**src/rtl/compass_frame_decode_filter_core_macros.svh**
```systemverilog
// Assertion macros for the compass frame decode filter core.
// No dependencies; included by the top level only.
`ifndef COMPASS_FRAME_DECODE_FILTER_CORE_MACROS_SVH
`define COMPASS_FRAME_DECODE_FILTER_CORE_MACROS_SVH

// Same-cycle implication, disabled during reset.
`define CFDF_ASSERT_IMP(label, clk, rst, ante, cons, msg) \
   label: assert property (@(posedge clk) disable iff (rst) (ante) |-> (cons)) \
      else $error(msg);

// Next-cycle implication, disabled during reset.
`define CFDF_ASSERT_NXT(label, clk, rst, ante, cons, msg) \
   label: assert property (@(posedge clk) disable iff (rst) (ante) |=> (cons)) \
      else $error(msg);

`endif

```
**src/rtl/cfdf_pkg.sv**
```systemverilog
// Shared types and constants for the compass frame decode filter core.
// No dependencies.
package cfdf_pkg;

   localparam int ANGLE_W = 19;
   localparam int WSUM_W  = 23;
   localparam int MAG_W   = 22;
   localparam int DIV_SHIFT = 26;
   localparam int RECIP_W = 23;
   // ceil(2^26 / 13); exact floor(n/13) for every n below 2^22
   localparam logic [RECIP_W-1:0] DIV13_RECIP = 23'd5162221;

   typedef logic signed [ANGLE_W-1:0] angle_type;
   typedef logic signed [WSUM_W-1:0]  wsum_type;

   // One checked frame, as handed from the byte assembler to the filter.
   typedef struct packed {
      logic       ok;
      logic [7:0] d2;
      logic [7:0] d3;
      logic [7:0] d4;
      logic [7:0] d6;
   } frame_beat_type;

   // Updated angle plus undivided weighted history sum.
   typedef struct packed {
      logic      ok;
      angle_type angle;
      wsum_type  wsum;
   } sum_beat_type;

endpackage

```
**src/rtl/cfdf_frame.sv**
```systemverilog
// Byte assembler: counts bytes into 8-byte frames, checks header and checksum.
// Depends on cfdf_pkg.
module cfdf_frame (
   input  logic                    clock,
   input  logic                    reset,
   input  logic                    req_valid,
   output logic                    req_ready,
   input  logic [7:0]              req_rx_byte,
   output logic                    frame_valid,
   input  logic                    frame_ready,
   output cfdf_pkg::frame_beat_type frame_beat
);
   import cfdf_pkg::*;

   localparam logic [2:0] POS_HDR0 = 3'd0;
   localparam logic [2:0] POS_HDR1 = 3'd1;
   localparam logic [2:0] POS_D2   = 3'd2;
   localparam logic [2:0] POS_D3   = 3'd3;
   localparam logic [2:0] POS_D4   = 3'd4;
   localparam logic [2:0] POS_D6   = 3'd6;
   localparam logic [2:0] POS_CHK  = 3'd7;
   localparam logic [7:0] HDR0 = 8'h0D;
   localparam logic [7:0] HDR1 = 8'h0A;

   logic [2:0]     pos_ff, pos_in;
   logic           fv_ff, fv_in;
   logic [7:0]     sum_ff, sum_in;
   logic           hdr0_ff, hdr0_in;
   logic           hdr_ok_ff, hdr_ok_in;
   logic [7:0]     d2_ff, d2_in, d3_ff, d3_in, d4_ff, d4_in, d6_ff, d6_in;
   frame_beat_type frame_ff, frame_in;
   logic           accept;

   assign req_ready   = !fv_ff || frame_ready;
   assign accept      = req_valid && req_ready;
   assign frame_valid = fv_ff;
   assign frame_beat  = frame_ff;

   always_comb begin
      pos_in    = pos_ff;
      fv_in     = fv_ff && !frame_ready;
      sum_in    = sum_ff;
      hdr0_in   = hdr0_ff;
      hdr_ok_in = hdr_ok_ff;
      d2_in     = d2_ff;
      d3_in     = d3_ff;
      d4_in     = d4_ff;
      d6_in     = d6_ff;
      frame_in  = frame_ff;
      if (accept) begin
         pos_in = pos_ff + 3'd1;
         sum_in = sum_ff + req_rx_byte;
         case (pos_ff)
            POS_HDR0: begin
               sum_in  = req_rx_byte;
               hdr0_in = (req_rx_byte == HDR0);
            end
            POS_HDR1: hdr_ok_in = hdr0_ff && (req_rx_byte == HDR1);
            POS_D2:   d2_in = req_rx_byte;
            POS_D3:   d3_in = req_rx_byte;
            POS_D4:   d4_in = req_rx_byte;
            POS_D6:   d6_in = req_rx_byte;
            POS_CHK: begin
               fv_in       = 1'b1;
               frame_in.ok = hdr_ok_ff && (req_rx_byte == sum_ff);
               frame_in.d2 = d2_ff;
               frame_in.d3 = d3_ff;
               frame_in.d4 = d4_ff;
               frame_in.d6 = d6_ff;
            end
            default: ;
         endcase
      end
   end

   always_ff @(posedge clock) begin
      if (reset) begin
         pos_ff <= '0;
         fv_ff  <= 1'b0;
      end else begin
         pos_ff <= pos_in;
         fv_ff  <= fv_in;
      end
   end

   always_ff @(posedge clock) begin
      sum_ff    <= sum_in;
      hdr0_ff   <= hdr0_in;
      hdr_ok_ff <= hdr_ok_in;
      d2_ff     <= d2_in;
      d3_ff     <= d3_in;
      d4_ff     <= d4_in;
      d6_ff     <= d6_in;
      frame_ff  <= frame_in;
   end

endmodule

```
**src/rtl/cfdf_filter.sv**
```systemverilog
// Angle decode and four-deep history; registers the weighted history sum.
// Depends on cfdf_pkg.
module cfdf_filter (
   input  logic                     clock,
   input  logic                     reset,
   input  logic                     frame_valid,
   output logic                     frame_ready,
   input  cfdf_pkg::frame_beat_type frame_beat,
   output logic                     sum_valid,
   input  logic                     sum_ready,
   output cfdf_pkg::sum_beat_type   sum_beat
);
   import cfdf_pkg::*;

   localparam angle_type ASCII_ZERO = 19'sd48;
   localparam angle_type W1000 = 19'sd1000;
   localparam angle_type W100  = 19'sd100;
   localparam angle_type W10   = 19'sd10;
   localparam wsum_type  OLD_WEIGHT = 23'sd10;

   function automatic angle_type digit_val(input logic [7:0] b);
      digit_val = angle_type'({11'b0, b}) - ASCII_ZERO;
   endfunction

   angle_type    angle_ff, angle_in;
   angle_type    hist_ff [4];
   angle_type    hist_in [4];
   logic         sv_ff, sv_in;
   sum_beat_type sum_ff, sum_in;
   angle_type    decoded;
   logic         take;

   assign frame_ready = !sv_ff || sum_ready;
   assign take        = frame_valid && frame_ready;
   assign sum_valid   = sv_ff;
   assign sum_beat    = sum_ff;

   always_comb begin
      decoded = digit_val(frame_beat.d2) * W1000 + digit_val(frame_beat.d3) * W100
              + digit_val(frame_beat.d4) * W10 + digit_val(frame_beat.d6);
      angle_in = angle_ff;
      hist_in  = hist_ff;
      sv_in    = sv_ff && !sum_ready;
      sum_in   = sum_ff;
      if (take) begin
         angle_in   = frame_beat.ok ? decoded : angle_ff;
         hist_in[0] = hist_ff[1];
         hist_in[1] = hist_ff[2];
         hist_in[2] = hist_ff[3];
         hist_in[3] = angle_in;
         sv_in      = 1'b1;
         sum_in.ok    = frame_beat.ok;
         sum_in.angle = angle_in;
         // newest three once, oldest ten times
         sum_in.wsum  = wsum_type'(angle_in) + wsum_type'(hist_ff[3])
                      + wsum_type'(hist_ff[2]) + wsum_type'(hist_ff[1]) * OLD_WEIGHT;
      end
   end

   always_ff @(posedge clock) begin
      if (reset) begin
         angle_ff <= '0;
         hist_ff  <= '{default: '0};
         sv_ff    <= 1'b0;
      end else begin
         angle_ff <= angle_in;
         hist_ff  <= hist_in;
         sv_ff    <= sv_in;
      end
   end

   always_ff @(posedge clock) begin
      sum_ff <= sum_in;
   end

endmodule

```
**src/rtl/cfdf_div13.sv**
```systemverilog
// Signed divide by 13, truncating toward zero, via reciprocal multiply.
// Holds the result register that drives the rsp_ channel. Depends on cfdf_pkg.
module cfdf_div13 (
   input  logic                   clock,
   input  logic                   reset,
   input  logic                   sum_valid,
   output logic                   sum_ready,
   input  cfdf_pkg::sum_beat_type sum_beat,
   output logic                   rsp_valid,
   input  logic                   rsp_ready,
   output logic                   rsp_frame_ok,
   output logic signed [18:0]     rsp_angle_tenths,
   output logic signed [18:0]     rsp_average_tenths
);
   import cfdf_pkg::*;

   localparam int PROD_W = MAG_W + RECIP_W;

   logic                rv_ff, rv_in;
   logic                ok_ff, ok_in;
   angle_type           angle_ff, angle_in;
   angle_type           avg_ff, avg_in;
   logic                neg;
   logic [MAG_W-1:0]    mag;
   logic [PROD_W-1:0]   prod;
   logic [ANGLE_W-1:0]  quot;
   logic                take;

   assign sum_ready          = !rv_ff || rsp_ready;
   assign take               = sum_valid && sum_ready;
   assign rsp_valid          = rv_ff;
   assign rsp_frame_ok       = ok_ff;
   assign rsp_angle_tenths   = angle_ff;
   assign rsp_average_tenths = avg_ff;

   always_comb begin
      neg  = sum_beat.wsum[WSUM_W-1];
      mag  = neg ? MAG_W'(-sum_beat.wsum) : MAG_W'(sum_beat.wsum);
      prod = PROD_W'(mag) * PROD_W'(DIV13_RECIP);
      quot = prod[PROD_W-1:DIV_SHIFT];
      rv_in    = rv_ff && !rsp_ready;
      ok_in    = ok_ff;
      angle_in = angle_ff;
      avg_in   = avg_ff;
      if (take) begin
         rv_in    = 1'b1;
         ok_in    = sum_beat.ok;
         angle_in = sum_beat.angle;
         avg_in   = neg ? angle_type'(-quot) : angle_type'(quot);
      end
   end

   always_ff @(posedge clock) begin
      if (reset) begin
         rv_ff <= 1'b0;
      end else begin
         rv_ff <= rv_in;
      end
   end

   always_ff @(posedge clock) begin
      ok_ff    <= ok_in;
      angle_ff <= angle_in;
      avg_ff   <= avg_in;
   end

endmodule

```
**src/rtl/compass_frame_decode_filter_core.sv**
```systemverilog
// Compass frame decode filter, top level: byte assembler, filter, divider.
// Depends on cfdf_pkg, cfdf_frame, cfdf_filter, cfdf_div13 and the macro header.
//
//  channel | ports                                   | dir | beat
//  --------+-----------------------------------------+-----+------------------------
//  req     | req_valid req_ready req_rx_byte         | in  | one received byte
//  rsp     | rsp_valid rsp_ready rsp_frame_ok        | out | one per eighth byte
//          | rsp_angle_tenths rsp_average_tenths     |     |
//
// One byte beat is accepted every cycle while req_ready is high. A frame
// result reaches rsp after its eighth byte is accepted, via the checksum/header
// register, the angle and weighted-sum register, then the divide-by-13
// reciprocal multiply into the output register. Each stage moves when its
// successor is empty or draining, so a stalled rsp backs up through the stages
// to req_ready. Synchronous active-high reset clears the byte count, current
// angle, history and all valid flags; frame byte storage needs no reset.
`include "compass_frame_decode_filter_core_macros.svh"

module compass_frame_decode_filter_core (
   input  logic               clock,
   input  logic               reset,
   input  logic               req_valid,
   output logic               req_ready,
   input  logic [7:0]         req_rx_byte,
   output logic               rsp_valid,
   input  logic               rsp_ready,
   output logic               rsp_frame_ok,
   output logic signed [18:0] rsp_angle_tenths,
   output logic signed [18:0] rsp_average_tenths
);
   import cfdf_pkg::*;

   // Frame beat: header/checksum verdict plus the four angle digits.
   logic           frame_valid;
   logic           frame_ready;
   frame_beat_type frame_beat;

   // Sum beat: updated angle plus weighted sum waiting for the divide.
   logic           sum_valid;
   logic           sum_ready;
   sum_beat_type   sum_beat;

   cfdf_frame u_frame (
      .clock       (clock),
      .reset       (reset),
      .req_valid   (req_valid),
      .req_ready   (req_ready),
      .req_rx_byte (req_rx_byte),
      .frame_valid (frame_valid),
      .frame_ready (frame_ready),
      .frame_beat  (frame_beat)
   );

   // Angle update and history shift happen once per frame beat taken here.
   cfdf_filter u_filter (
      .clock       (clock),
      .reset       (reset),
      .frame_valid (frame_valid),
      .frame_ready (frame_ready),
      .frame_beat  (frame_beat),
      .sum_valid   (sum_valid),
      .sum_ready   (sum_ready),
      .sum_beat    (sum_beat)
   );

   cfdf_div13 u_div13 (
      .clock              (clock),
      .reset              (reset),
      .sum_valid          (sum_valid),
      .sum_ready          (sum_ready),
      .sum_beat           (sum_beat),
      .rsp_valid          (rsp_valid),
      .rsp_ready          (rsp_ready),
      .rsp_frame_ok       (rsp_frame_ok),
      .rsp_angle_tenths   (rsp_angle_tenths),
      .rsp_average_tenths (rsp_average_tenths)
   );

   // A frame beat only appears right after a byte beat was taken.
   `CFDF_ASSERT_IMP(a_frame_from_byte, clock, reset, $rose(frame_valid), $past(req_valid && req_ready), "frame beat without byte beat")

   // A new result only appears right after a sum beat was held.
   `CFDF_ASSERT_IMP(a_rsp_from_sum, clock, reset, $rose(rsp_valid), $past(sum_valid), "result without sum beat")

   // The average is a weighted mean of in-range angles, so it stays in range.
   `CFDF_ASSERT_IMP(a_avg_range, clock, reset, rsp_valid, (rsp_average_tenths >= -19'sd53328) && (rsp_average_tenths <= 19'sd229977), "average out of range")

   // A full downstream stage with rsp stalled keeps the upstream frame beat waiting.
   `CFDF_ASSERT_NXT(a_stall_holds, clock, reset, frame_valid && sum_valid && rsp_valid && !rsp_ready, frame_valid, "frame beat lost under stall")

endmodule
```
**config.mk**
```make
export PLATFORM = sky130hd
export DESIGN_NAME = compass_frame_decode_filter_core
export DESIGN_NICKNAME = d
export VERILOG_FILES = /design/src/rtl/cfdf_pkg.sv /design/src/rtl/cfdf_frame.sv /design/src/rtl/cfdf_filter.sv /design/src/rtl/cfdf_div13.sv /design/src/rtl/compass_frame_decode_filter_core.sv
export VERILOG_INCLUDE_DIRS = /design/src /design/src/rtl
export SDC_FILE = /design/constraint.sdc
export NUM_CORES = 1
export LEC_CHECK = 0
export ABC_AREA = 1
export BUFFER_PORTS_ARGS = -buffer_cell sky130_fd_sc_hd__clkbuf_2
export CAP_MARGIN = 5
export CORE_ASPECT_RATIO = 0.75
export CORE_MARGIN = 2
export CORE_UTILIZATION = 41
export CTS_CLUSTER_SIZE = 20
export DETAILED_ROUTE_END_ITERATION = 10
export PLACE_DENSITY_LB_ADDON = 0.12
export SETUP_SLACK_MARGIN = 0.2
export SLEW_MARGIN = 30
export SYNTH_ARGS = -nofsm -noshare
export SYNTH_HDL_FRONTEND = slang
export SYNTH_HIERARCHICAL = 1
export SYNTH_SLANG_ARGS = --single-unit
```
**constraint.sdc**
```tcl
create_clock -name clock -period 11 [get_ports clock]
set_clock_uncertainty 0.05 [all_clocks]
set_input_delay 2.2 -clock clock [delete_from_list [all_inputs] [get_ports clock]]
set_output_delay 2.2 -clock clock [all_outputs]
set_load 0.1 [all_outputs]
```
Word level (Yosys, flattened, before mapping):

Cells that the tools add are included.

* bits in registers: 220
* input bits: 12
* output and inout bits: 41
* logic and storage cells: 86

* $add $sub $neg: 14
* multipliers: 5
* equality and inequality tests: 9
* mux-type cells: 8
* reduce and logical (&&, ||, !) cells: 25

Operator list (number)
* adder 19 bit: 3
* multiplier 22 x 23 -> 45 bit, second input constant: 1
* 2-to-1 mux 19 bit: 2
* subtractor 8 x 6 -> 9 bit, second input constant: 4
* adder 23 bit: 1
* multiplier 19 x 4 -> 22 bit, second input constant: 1
* 2-to-1 mux 22 bit: 1
* negator 22 bit: 1
* adder 20 x 19 -> 21 bit: 1
* adder 19 x 19 -> 20 bit: 1
* multiplier 19 x 4 -> 18 bit, second input constant: 1
* multiplier 19 x 6 -> 17 bit, second input constant: 1
* multiplier 19 x 8 -> 16 bit, second input constant: 1
* negator 19 bit: 1
* equality test 8 x 4 -> 1 bit, second input constant: 2
* AND reduction 2 bit: 7
* equality test 3 bit, second input constant: 3
* adder 8 bit: 1
* equality test 8 bit: 1
* logical AND 1 bit: 8
* 2-to-1 mux 8 bit: 1
* equality test 3 x 2 -> 1 bit, second input constant: 2
* zero test 1 bit: 6
* 2-to-1 mux 1 bit: 4
* 4 further kinds: 6

Longest topological paths before layout:

Gate-level depths: netlist of run 1.

* depth in word-level cells: 9
* mapped depth: 48
* mapped depth without buffers: 48

Hierarchy:

Netlist of run 1, hierarchy kept.

Modules (own cells, without submodules)
* cfdf_div13: instances 1, cells each 1460, area each 11677.4 um2, seq. area each 1191.1 um2
* cfdf_filter: instances 1, cells each 1327, area each 11328.4 um2, seq. area each 2452.4 um2
* cfdf_frame: instances 1, cells each 212, area each 3066.7 um2, seq. area each 2332.2 um2

Worst setup path after synthesis of run 1:

No wires, ideal clock.

* path type: reg2reg
* from: register u_frame.frame_ff, in the netlist u_frame/frame_beat[29]
* to: register u_filter.sum_ff, in the netlist u_filter/sum_beat[22] (data pin)
* setup time: 0.253 ns
* arrival time: 8.295 ns
* required time: 10.697 ns
* setup slack: 2.402 ns
* cell stages (with the launch flop): 48
* path buffers: 0
* clock period less this slack: 8.598 ns
* path through: edfxtp_1 -> ha_1 -> or2_2 -> nand2_1 -> ha_1 -> inv_1 -> xor2_1 -> fa_1 -> fa_1 -> inv_1 -> fa_1 -> inv_1 -> ha_1 -> nand2_1 -> o21ai_1 -> a21oi_1 -> o21bai_1 -> nand2_1 -> (+12 left out) -> and2_1 -> inv_1 -> nand3_1 -> nand3_2 -> nand2_2 -> inv_1 -> fa_1 -> inv_1 -> ha_1 -> nand2_1 -> nor3_1 -> nand2_1 -> inv_1 -> nand4_1 -> nand3_1 -> xnor2_1 -> nand3b_1 -> nand2_1

* longest elaborated chain between the ends: 9

Ends and longest elaborated chain
* from (decl): RTL line cfdf_frame.sv:31 `frame_beat_type frame_ff, frame_in;`
* from (signal assigned): RTL line cfdf_frame.sv:94 `frame_ff <= frame_in;`
* subtractor 8 x 6 -> 9 bit: RTL line cfdf_filter.sv:22 `digit_val = angle_type'({11'b0, b}) - ASCII_ZERO;`
* multiplier 19 x 8 -> 16 bit: RTL line cfdf_filter.sv:39 `decoded = digit_val(frame_beat.d2) * W1000 + digit_val(frame_beat.d3) * W100`
* adder 19 bit: RTL line cfdf_filter.sv:39
* adder 19 bit (2 in a row): RTL line cfdf_filter.sv:40 `+ digit_val(frame_beat.d4) * W10 + digit_val(frame_beat.d6);`
* 2-to-1 mux 19 bit: RTL line cfdf_filter.sv:46 `angle_in = frame_beat.ok ? decoded : angle_ff;`
* adder 19 x 19 -> 20 bit: RTL line cfdf_filter.sv:55 `sum_in.wsum = wsum_type'(angle_in) + wsum_type'(hist_ff[3])`
* adder 20 x 19 -> 21 bit: RTL line cfdf_filter.sv:56 `+ wsum_type'(hist_ff[2]) + wsum_type'(hist_ff[1]) * OLD_WEIGHT;`
* adder 23 bit: RTL line cfdf_filter.sv:56
* to (signal assigned): RTL line cfdf_filter.sv:73 `sum_ff <= sum_in;`
* to (decl): RTL line cfdf_filter.sv:29 `sum_beat_type sum_ff, sum_in;`

No other way between the ends.
A chain may end at the register's enable or synchronous reset.

Worst setup path after layout of run 1:

Same ends and word-level chain as after synthesis.

==> qor.csv, run 1 <==
stage;metric;value;unit
clocking;cts_max_level;1;
logic_synthesis;synth_nets;3657;
finish;fin_area;28300;um2
finish;nets;3721;
logic_synthesis;yosysSeqAreaShare;22.9;%
worst_setup_path;endpoint_kind;register;
worst_setup_path;cp.arrival;9.68;ns
clocking;post_cts.repair.setup_buffers;0;
clocking;root_buffer;clkbuf_16;
global_route;grt_pass1_vias;19613;
timing;hold_violations;0;
min_path;worstHoldPathType;register to register;
logic_synthesis;ys_warn_count;6;
timing;setup_violations;0;
logic_synthesis;synthCells;2999;
logic_synthesis;synth_area_leaders;fa_1, edfxtp_1, ha_1;
clocking;numCtsBuffers;26;
clocking;clkTransAtPathRegs;0.06;ns
timing;worst_pin_slew;0.793;ns
floorplanning;num_rows;80;
finish;final_cell_mix;inv_1, nand2_1, ha_1, fa_1, a21oi_1;
worst_setup_path;start_kind;register;
detailed_routing;wirelength;65700;um
timing;final.setup.tns;0;ns
status;status;finished, final reports clean;
timing;fmax;106;MHz
finish;areaGrowthSynthToFinish;8.59;%
finish;num-fill-cells;6324;
timing;finalCritPeriodShare;85.5;%
logic_synthesis;async_flop_share;0;%
worst_setup_path;worstSetupPathType;register to register;
power;ir_drop;95.6;uV
global_route;grt.overflow.total;0;
floorplanning;initial_utilization;41.2;%
global_route;antenna_found_initial;0;
logic_synthesis;ys_ff_latch;220;
global_route;track_usage;20.6;%
run;timing.max_cap.violations;0;
worst_setup_path;critPathBufInv;3;
logic_synthesis;ys_types;61;
timing;drv_slew;0;
detailed_routing;drc;0;
power;leakagePower;14.6;nW
clocking;hold_buffers;0;
detailed_routing;wl_per_cell;16.6;um
logic_synthesis;yosys_most_used_dff;edfxtp_1;
detailed_routing;first_pass_iters;5;
placed_design;dpl.hpwl;56100;um
detailed_routing;avgViaCountPerCell;4.81;
worst_setup_path;worstPathRequired;11.27;ns
floorplanning;core_area;63300;um2
logic_synthesis;postSynthAreaPerCell;8.69;um2
placed_design;post_dp_cell_area;27400;um2
worst_setup_path;worstPathMaxFanout;8;
worst_setup_path;cp_slowest_cell;fa_1;
worst_setup_path;path_common_cell;fa_1;
global_route;grt_max_degree;88;
timing;slew_headroom;47.0;%
clocking;insertion_delay;0.60;ns
timing;rsz0062_at_grt;no;
floorplanning;io_pins;53;
detailed_routing;drt-initial-drc-count;1126;
timing;fin_hold_ws;0.364;ns
logic_synthesis;synth_area;26100;um2
floorplanning;die_w;295;um
placed_design;io_buffers;52;
finish;drive_above_1_share;7.17;%
clocking;cts_max_path_buffers;3;
global_route;grt_pass1_wl;106000;um
floorplanning;die_area;65600;um2
finish;antenna_cells;0;
power;powerDensity;105;nW/um2
floorplanning;die_h;222;um
clocking;ctsResizeCount;0;
finish;final_common_cell;inv_1;
worst_setup_path;max_stage_delay;0.55;ns
logic_synthesis;yosysTopAreaCell;fa_1;
clocking;cts_tree;done;
timing;fin_crit;9.41;ns
worst_setup_path;critPathTopFamily;adder cells;
placed_design;gp_congestion;0.935;
logic_synthesis;synth-edff-count;157;
clocking;cts_num_sinks;220;
detailed_routing;dr_total_vias;18977;
logic_synthesis;synth_top_area_share;21.0;%
detailed_routing;antenna_left;0;
## routing by layer
layer	share of wire [%]	vias up	global-route usage [%]
met4	2.2	0	4.50
li1	-	9522	-
met5	0	-	0
met2	44	331	32.2
met1	49	9050	30.0
met3	4.7	74	3.43
## cells by family (layout without fill, tap and decap cells)
group	after synthesis	count (layout)	share of synthesized area (%)
and+or+nand+nor	852	852	14.5
xor gates and xnor gates	126	126	4.32
buffers and inverters	789	873	11.5
adders and majority gates	646	646	38.9
DFF	220	220	22.9
AOI/OAI and AO/OA	365	365	7.87
other	1	1	0.0144
## Yosys cell counts, types with 12 or more instances
cell        n
a31oi_1    12
nand2_2    34
nand3_1    94
o21ai_0   106
ha_1      373
dfxtp_1    63
o21ai_1    15
clkbuf_1   20
inv_1     749
a21oi_1   171
o21bai_1   16
nor3_1     17
nor2_1    147
xnor2_1    47
nand4_1    24
nand3_2    12
nand2_1   470
edfxtp_1  157
fa_1      273
or2_2      12
xor2_1     76
## through the flow
| step | power (mW) | util, % | setup slack, ns | cells |
|---|---|---|---|---|
| 2_1_floorplan | 1.76 | - | 2.40 | 2999 |
| 3_3_place_gp | 2.05 | 43.3 | 1.66 | 3896 |
| 3_5_place_dp | 2.06 | 43.3 | 1.51 | 3896 |
| 4_1_cts | 3.01 | 44.7 | 1.46 | 3944 |
| 5_1_grt | 3.19 | 44.8 | 0.765 | 3944 |
| 6_report | 2.97 | 44.8 | 1.59 | 3944 |
## power breakdown
| part | leakage (nW) | internal [mW] | switching, mW |
|---|---|---|---|
| Clock | 0.454 | 0.557 | 0.378 |
| Sequential | 1.93 | 0.919 | 0.00500 |
| Combinational | 12.2 | 0.390 | 0.720 |
| Total | 14.6 | 1.87 | 1.10 |
## flip-flops by register name, indices dropped and copies added, names as in the netlist, 19 cells and up
register	count
u_filter/hist_ff	57
u_filter/sum_beat	43
u_frame/frame_beat	33
u_div13/rsp_angle_tenths	19
u_div13/rsp_average_tenths	19
## path summary, 6_finish.rpt
path / startpoint / to / slack [ns] / cells after the start
hold / removal: u_frame/d6_ff[1] / u_frame/frame_beat[1] / 0.36 / 0
hold reg to reg: u_frame/d6_ff[1] / u_frame/frame_beat[1] / 0.36 / 0
setup / recovery: u_frame/frame_beat[29] / u_filter/sum_beat[22] / 1.59 / 34
setup reg to reg: u_frame/frame_beat[29] / u_filter/sum_beat[22] / 1.59 / 34
## layout make-up
type / count / area [um2] / share of cell area, %
clock buffers: 37 / 763 / 2.70
clock inverters: 11 / 165 / 0.583
well taps: 861 / 1080 / 3.81
multi-input cells: 1990 / 17100 / 60.5
repair buffers: 63 / 347 / 1.22
inverters: 762 / 2860 / 10.1
flip-flops and latches: 220 / 5980 / 21.1
## worst register-to-register path: cells and delay by family (launching register included)
kind / cells / cell delay (ns)
adders and majority gates: 11 / 4.94
and+or+nand+nor: 12 / 2.01
AOI/OAI and AO/OA: 6 / 1.10
DFF: 1 / 0.48
buffers and inverters: 3 / 0.14
xor gates and xnor gates: 2 / 0.43
Note: power is estimated with default switching activity, not from simulation.
==> run 2: changes to the inputs <==
Settings changed: CORE_ASPECT_RATIO 0.75 to 1.1, CORE_UTILIZATION 41 to 50, SYNTH_HIERARCHICAL 1 to not set.
==> qor.csv, run 2 <==
stage;metric;value;unit;change
worst_setup_path;cp.arrival;9.86;ns;+0.18 ns
timing;final.setup.tns;0;ns;unchanged
detailed_routing;drt-initial-drc-count;848;;-25%
clocking;cts_tree;done;;
detailed_routing;wl_per_cell;16.8;um;+1.0%
power;comb_power_share;33.2;%;-4.2 points
worst_setup_path;worstSetupPathType;register to register;;
clocking;insertion_delay;0.54;ns;-0.06 ns
logic_synthesis;synth_area_leaders;fa_1, ha_1, edfxtp_1;;
clocking;cts_num_sinks;220;;unchanged
floorplanning;die_area;52800;um2;-20%
power;clkPwrFrac;34.1;%;+2.6 points
logic_synthesis;ys_warn_count;0;;-6
clocking;clkTransAtPathRegs;0.06;ns;about the same
logic_synthesis;synth_top_area_share;20.1;%;-0.85 points
floorplanning;num_rows;86;;+7.5%
floorplanning;die_h;241;um;+8.3%
worst_setup_path;start_kind;register;;
timing;setup_violations;0;;unchanged
timing;fin_crit;9.63;ns;+0.217 ns
run;timing.max_cap.violations;0;;unchanged
worst_setup_path;max_stage_delay;0.67;ns;+0.12 ns
finish;final_cell_mix;inv_1, nand2_1, ha_1, fa_1, a21oi_1;;
power;switchingPower;0.970;mW;-12%
finish;antenna_cells;0;;unchanged
floorplanning;initial_utilization;50.7;%;+9.5 points
placed_design;io_buffers;52;;unchanged
status;status;finished, final reports clean;;
floorplanning;io_pins;53;;unchanged
worst_setup_path;worstPathMaxFanout;7;;-1
logic_synthesis;synthCells;2930;;-2.3%
timing;slew_headroom;40.4;%;-6.6 points
power;ir_drop;132;uV;+38%
detailed_routing;first_pass_iters;5;;unchanged
worst_setup_path;worstPathRequired;11.23;ns;-0.04 ns
logic_synthesis;yosysTopAreaCell;fa_1;;
global_route;grt.overflow.total;0;;unchanged
finish;drive_above_1_share;5.07;%;-2.1 points
worst_setup_path;cp_slowest_cell;nor3_1;;
logic_synthesis;synth-edff-count;157;;unchanged
timing;worst_pin_slew;0.888;ns;+0.0949 ns
global_route;grt_pass1_wl;101000;um;-4.8%
global_route;grt_pass1_vias;19791;;+0.91%
logic_synthesis;yosys_most_used_dff;edfxtp_1;;
timing;drv_slew;0;;unchanged
timing;rsz0062_at_grt;no;;
global_route;grt_max_degree;78;;-11%
floorplanning;die_w;219;um;-26%
finish;areaGrowthSynthToFinish;8.16;%;
global_route;antenna_found_initial;0;;unchanged
clocking;numCtsBuffers;27;;+3.8%
logic_synthesis;synth_nets;3589;;-1.9%
placed_design;gp_congestion;0.955;;+2.1%
detailed_routing;dr_total_vias;18969;;-0.042%
clocking;root_buffer;clkbuf_16;;
logic_synthesis;synth_most_common_cell;inv_1;;
logic_synthesis;postSynthAreaPerCell;8.70;um2;about the same
power;powerDensity;102;nW/um2;-2.9%
clocking;cts_max_level;1;;unchanged
timing;fin_hold_ws;0.367;ns;+0.00278 ns
clocking;post_cts.repair.setup_buffers;0;;unchanged
global_route;track_usage;24.4;%;+3.8 points
floorplanning;core_area;50300;um2;-21%
clocking;hold_buffers;0;;unchanged
logic_synthesis;async_flop_share;0;%;unchanged
detailed_routing;wirelength;61800;um;-5.8%
logic_synthesis;synth_area;25500;um2;-2.3%
detailed_routing;antenna_left;0;;unchanged
finish;num-fill-cells;4663;;-26%
detailed_routing;wl_met2;31400;um;+9.0%
min_path;worstHoldPathType;register to register;;
detailed_routing;top_layer_used;met4;;
finish;nets;3656;;-1.7%
clocking;cts_max_path_buffers;3;;unchanged
detailed_routing;dr_wl_met3;1940;um;-37%
power;p_sw_share;34.6;%;-2.6 points
power;leakagePower;14.3;nW;-1.5%
timing;hold_violations;0;;unchanged
detailed_routing;drc;0;;unchanged
worst_setup_path;endpoint_kind;register;;
timing;finalCritPeriodShare;87.5;%;+2.0 points
clocking;ctsResizeCount;0;;unchanged
detailed_routing;drt-met1-wl;26400;um;-18%
logic_synthesis;ys_types;46;;-25%
power;p_int;1.84;mW;-1.5%
placed_design;dpl.hpwl;53000;um;-5.5%
finish;final_common_cell;inv_1;;
logic_synthesis;synthTopCellsByCount;inv_1, nand2_1, ha_1, fa_1, a21oi_1;;
timing;fmax;104;MHz;-2.3%
logic_synthesis;ys_ff_latch;220;;unchanged
logic_synthesis;yosysSeqAreaShare;23.5;%;+0.53 points
detailed_routing;avgViaCountPerCell;5.16;;+7.2%
finish;largest_reg_flops;43;;-25%
power;p_seq_share;32.7;%;+1.6 points
[run 2: power by group through the flow]
| stage | sequential [mW] | combinational (mW) | clock [mW] |
|---|---|---|---|
| 5_1_grt | 0.919 | 1.06 | 1.01 |
| 2_1_floorplan | 0.935 | 0.678 | 0 |
| 3_5_place_dp | 0.936 | 0.930 | 0 |
| 4_1_cts | 0.918 | 0.938 | 0.978 |
| 3_3_place_gp | 0.935 | 0.922 | 0 |
| 6_report | 0.918 | 0.933 | 0.956 |
[run 2: cells by family after synthesis]
logic type / count (synthesis) / share of synthesized area, %
AOI/OAI and AO/OA: 426 / 8.88
xor gates and xnor gates: 138 / 4.74
buffers and inverters: 748 / 11.0
and+or+nand+nor: 751 / 12.6
DFF: 220 / 23.5
adders and majority gates: 647 / 39.3
[run 2: cell type report]
class | count | area [um2] | share of cell area [%]
well taps | 660 | 826 | 3.00
multi-input cells | 1962 | 16700 | 60.7
clock buffers | 36 | 761 | 2.76
clock inverters | 13 | 203 | 0.736
flip-flops and latches | 220 | 5980 | 21.7
inverters | 720 | 2700 | 9.81
repair buffers | 66 | 365 | 1.33
[run 2: metrics by stage]
stage | area [um2] | worst slack [ns] | power, mW | instances | util [%]
final | 27600 | 1.37 | 2.81 | 3677 | 54.8
after global routing | 27600 | 0.669 | 2.98 | 3677 | 54.8
after CTS | 27600 | 1.41 | 2.83 | 3677 | 54.8
after detailed placement | 26600 | 1.45 | 1.87 | 3628 | 52.9
after global placement | 26600 | 1.71 | 1.86 | 3628 | 52.9
after floorplan | 25500 | 2.37 | 1.61 | 2930 | -
[run 2: worst paths after layout]
check,startpoint,to,slack [ns],cells after the start
min,u_filter.sum_beat[26],u_div13.rsp_angle_tenths[3],0.37,0
min reg2reg,u_filter.sum_beat[26],u_div13.rsp_angle_tenths[3],0.37,0
max reg2reg,u_frame.frame_beat[28],u_filter.sum_beat[21],1.37,39
max,u_frame.frame_beat[28],u_filter.sum_beat[21],1.37,39
[run 2: per-layer routing]
layer | global-route usage [%] | up-vias
li1 | - | 9426
met1 | 30.4 | 9098
met2 | 44.5 | 332
met3 | 2.02 | 113
met4 | 8.09 | 0
met5 | 0 | -
[run 2: worst max-delay path, delay by kind of cell (launching register included)]
family / cells / cell delay [ns]
adder cells (fa/ha/maj): 11 / 4.77
AND/OR/NAND/NOR: 12 / 2.07
AO/OA/AOI/OAI: 7 / 1.15
XOR/XNOR: 3 / 0.47
flip-flops: 1 / 0.47
buffers and inverters: 6 / 0.36
==> run 3: changes to the inputs <==
Clock period 11 ns to 9.07 ns, I/O delays scaled along.
==> qor.csv, run 3 (synthesized netlist as in run 2, its figures left out) <==
stage;metric;value;unit;change
power;p_seq_share;31.9;%;-0.8 points
floorplanning;die_area;52800;um2;unchanged
timing;setup_violations;0;;unchanged
finish;regArea;5980;um2;unchanged
global_route;grt_pass1_vias;20103;;+1.6%
power;switchingPower;1.24;mW;+28%
worst_setup_path;r2r_start;u_frame.frame_beat[28];;
worst_setup_path;worstPathMaxFanout;5;;-2
clocking;cts_tree;done;;
detailed_routing;antenna_left;0;;unchanged
timing;fmax;116;MHz;+11%
timing;worst_pin_slew;0.806;ns;-0.0811 ns
global_route;grt_pass1_wl;102000;um;+1.7%
finish;nets;3738;;+2.2%
timing;finalCritPeriodShare;95.2;%;+7.7 points
detailed_routing;dr_total_vias;19303;;+1.8%
global_route;grt.overflow.total;0;;unchanged
global_route;track_usage;24.8;%;+0.42 points
power;p_sw_share;35.6;%;+1.1 points
worst_setup_path;timing.rr.end;u_filter.sum_beat[21];;
worst_setup_path;startpoint;u_frame.frame_beat[28];;
timing;hold_violations;0;;unchanged
timing;fin_crit;8.63;ns;-0.992 ns
finish;utilization;57.4;%;+2.5 points
power;ir_drop;152;uV;+16%
finish;areaGrowthSynthToFinish;13.1;%;
status;status;finished, final reports clean;;
clocking;cts_max_level;1;;unchanged
power;clkPwrFrac;30.8;%;-3.3 points
power;p_int;2.24;mW;+22%
timing;fin_hold_ws;0.350;ns;-0.0169 ns
min_path;min_from;u_filter.sum_beat[27];;
clocking;clkTransAtPathRegs;0.06;ns;about the same
worst_setup_path;worstPathRequired;9.32;ns;-1.91 ns
clocking;insertion_delay;0.55;ns;about the same
worst_setup_path;rr_worst_depth;44;;+13%
detailed_routing;drc;0;;unchanged
run;timing.max_cap.violations;0;;unchanged
power;powerDensity;121;nW/um2;+19%
detailed_routing;drt-initial-drc-count;968;;+14%
placed_design;post_dp_cell_area;27000;um2;+1.7%
detailed_routing;wirelength;63700;um;+3.0%
detailed_routing;first_pass_iters;5;;unchanged
floorplanning;io_pins;53;;unchanged
floorplanning;num_rows;86;;unchanged
finish;fin_area;28800;um2;+4.6%
clocking;cts_num_sinks;220;;unchanged
floorplanning;initial_utilization;50.7;%;unchanged
power;leakagePower;14.7;nW;+2.9%
clocking;root_buffer;clkbuf_16;;
finish;drive_above_1_share;11.5;%;+6.4 points
worst_setup_path;endpoint_kind;register;;
placed_design;gp_congestion;0.960;;+0.50%
placed_design;dpl.hpwl;54000;um;+1.9%
detailed_routing;avgViaCountPerCell;5.14;;-0.46%
global_route;antenna_found_initial;0;;unchanged
min_path;worstHoldPathType;register to register;;
worst_setup_path;r2r_slack;0.44;ns;-0.94 ns
placed_design;place_ws;-0.0449;ns;-1.50 ns
timing;drv_slew;0;;unchanged
clocking;cts_max_path_buffers;3;;unchanged
timing;slew_headroom;46.0;%;+5.6 points
worst_setup_path;worstSetupPathType;register to register;;
finish;antenna_cells;0;;unchanged
finish;num-fill-cells;4534;;-2.8%
timing;rsz0062_at_grt;yes;;
floorplanning;die_w;219;um;unchanged
worst_setup_path;max_stage_delay;0.55;ns;-0.12 ns
worst_setup_path;setup.worst_path.end;u_filter.sum_beat[21];;
worst_setup_path;start_kind;register;;
placed_design;io_buffers;52;;unchanged
finish;largest_reg_flops;43;;unchanged
power;comb_power_share;37.3;%;+4.1 points
global_route;grt_max_degree;70;;-10%
detailed_routing;wl_per_cell;16.9;um;+0.75%
floorplanning;die_h;241;um;unchanged
worst_setup_path;cp_slowest_cell;fa_1;;
clocking;numCtsBuffers;27;;unchanged
finish;final_cell_mix;inv_1, nand2_1, ha_1, fa_1, a21oi_1;;
finish;multi_input_area;17400;um2;+4.2%
timing;setup_ws;0.436;ns;-0.938 ns
min_path;min_path_cells;0;;unchanged
worst_setup_path;cp.arrival;8.88;ns;-0.98 ns
finish;final_common_cell;inv_1;;
timing;final.setup.tns;0;ns;unchanged
floorplanning;core_area;50300;um2;unchanged
==> run 3: cell types whose count changed in the layout (fill, tap and decap cells not counted), moves of 7 or more <==
cell / change
buf_4: +80
ha_1: -27
ha_4: +22
inv_1: -18
a21oi_1: -17
a21oi_2: +16
inv_2: +14
o21ai_0: -14
nand2_1: -10
xor2_1: -10
nand2_2: +9
xor2_2: +9
o21ai_1: +7
o21ai_2: +7
==> run 3: how the worst min path moves through the flow <==
stage / end
after floorplan: u_div13.rsp_angle_tenths[0]
after global placement: u_frame.frame_beat[11]
after detailed placement: u_frame.frame_beat[12]
after CTS: u_div13.rsp_angle_tenths[4]
after global routing: u_div13.rsp_angle_tenths[4]
final: u_div13.rsp_angle_tenths[4]
==> run 3: layout make-up <==
type                            instances  area share, %
Inverter                              720           9.41
Clock buffer                           36           2.67
Sequential cell                       220           20.7
Timing Repair Buffer                  148           3.43
Multi-Input combinational cell       1962           60.5
Tap cell                              660           2.86
Clock inverter                         13          0.434
==> run 3: critical path: cells and delay by family (launching register included) <==
family / cells / cell delay [ns]
buffers and inverters: 8 / 0.79
AOI/OAI and AO/OA: 8 / 1.02
xor gates and xnor gates: 6 / 0.91
adders and majority gates: 10 / 3.98
and+or+nand+nor: 12 / 1.24
DFF: 1 / 0.43
==> run 3: power groups by stage <==
stage	Clock, mW	Combinational, mW	Sequential [mW]
final	1.07	1.30	1.11
after global routing	1.14	1.46	1.11
after CTS	1.10	1.22	1.11
after detailed placement	0	1.20	1.13
after global placement	0	1.19	1.13
after floorplan	0	0.823	1.13
==> run 3: through the flow <==
stage | cells | power [mW]
after detailed placement | 3688 | 2.33
after global routing | 3759 | 3.71
after floorplan | 2930 | 1.96
final | 3759 | 3.49
after CTS | 3738 | 3.44
after global placement | 3688 | 2.32
==> run 3: layer usage <==
metal | vias up | part of all wire, % | global-route usage [%]
li1 | 9590 | - | -
met1 | 9298 | 42 | 30.2
met4 | 0 | 2.8 | 7.04
met3 | 77 | 3.0 | 1.74
met5 | - | 0 | 0
met2 | 338 | 53 | 47.0
==> run 3: timing repair <==
| item | CTS | global route |
|---|---|---|
| hold buffers | 0 | 0 |
| gates resized for setup | 22 | 132 |
| pin swaps | 6 | 68 |
| cloned | 0 | 0 |
| setup buffers | 1 | 21 |
| setup endpoints to repair | 4 | 26 |
| hold endpoints to repair | 0 | 0 |
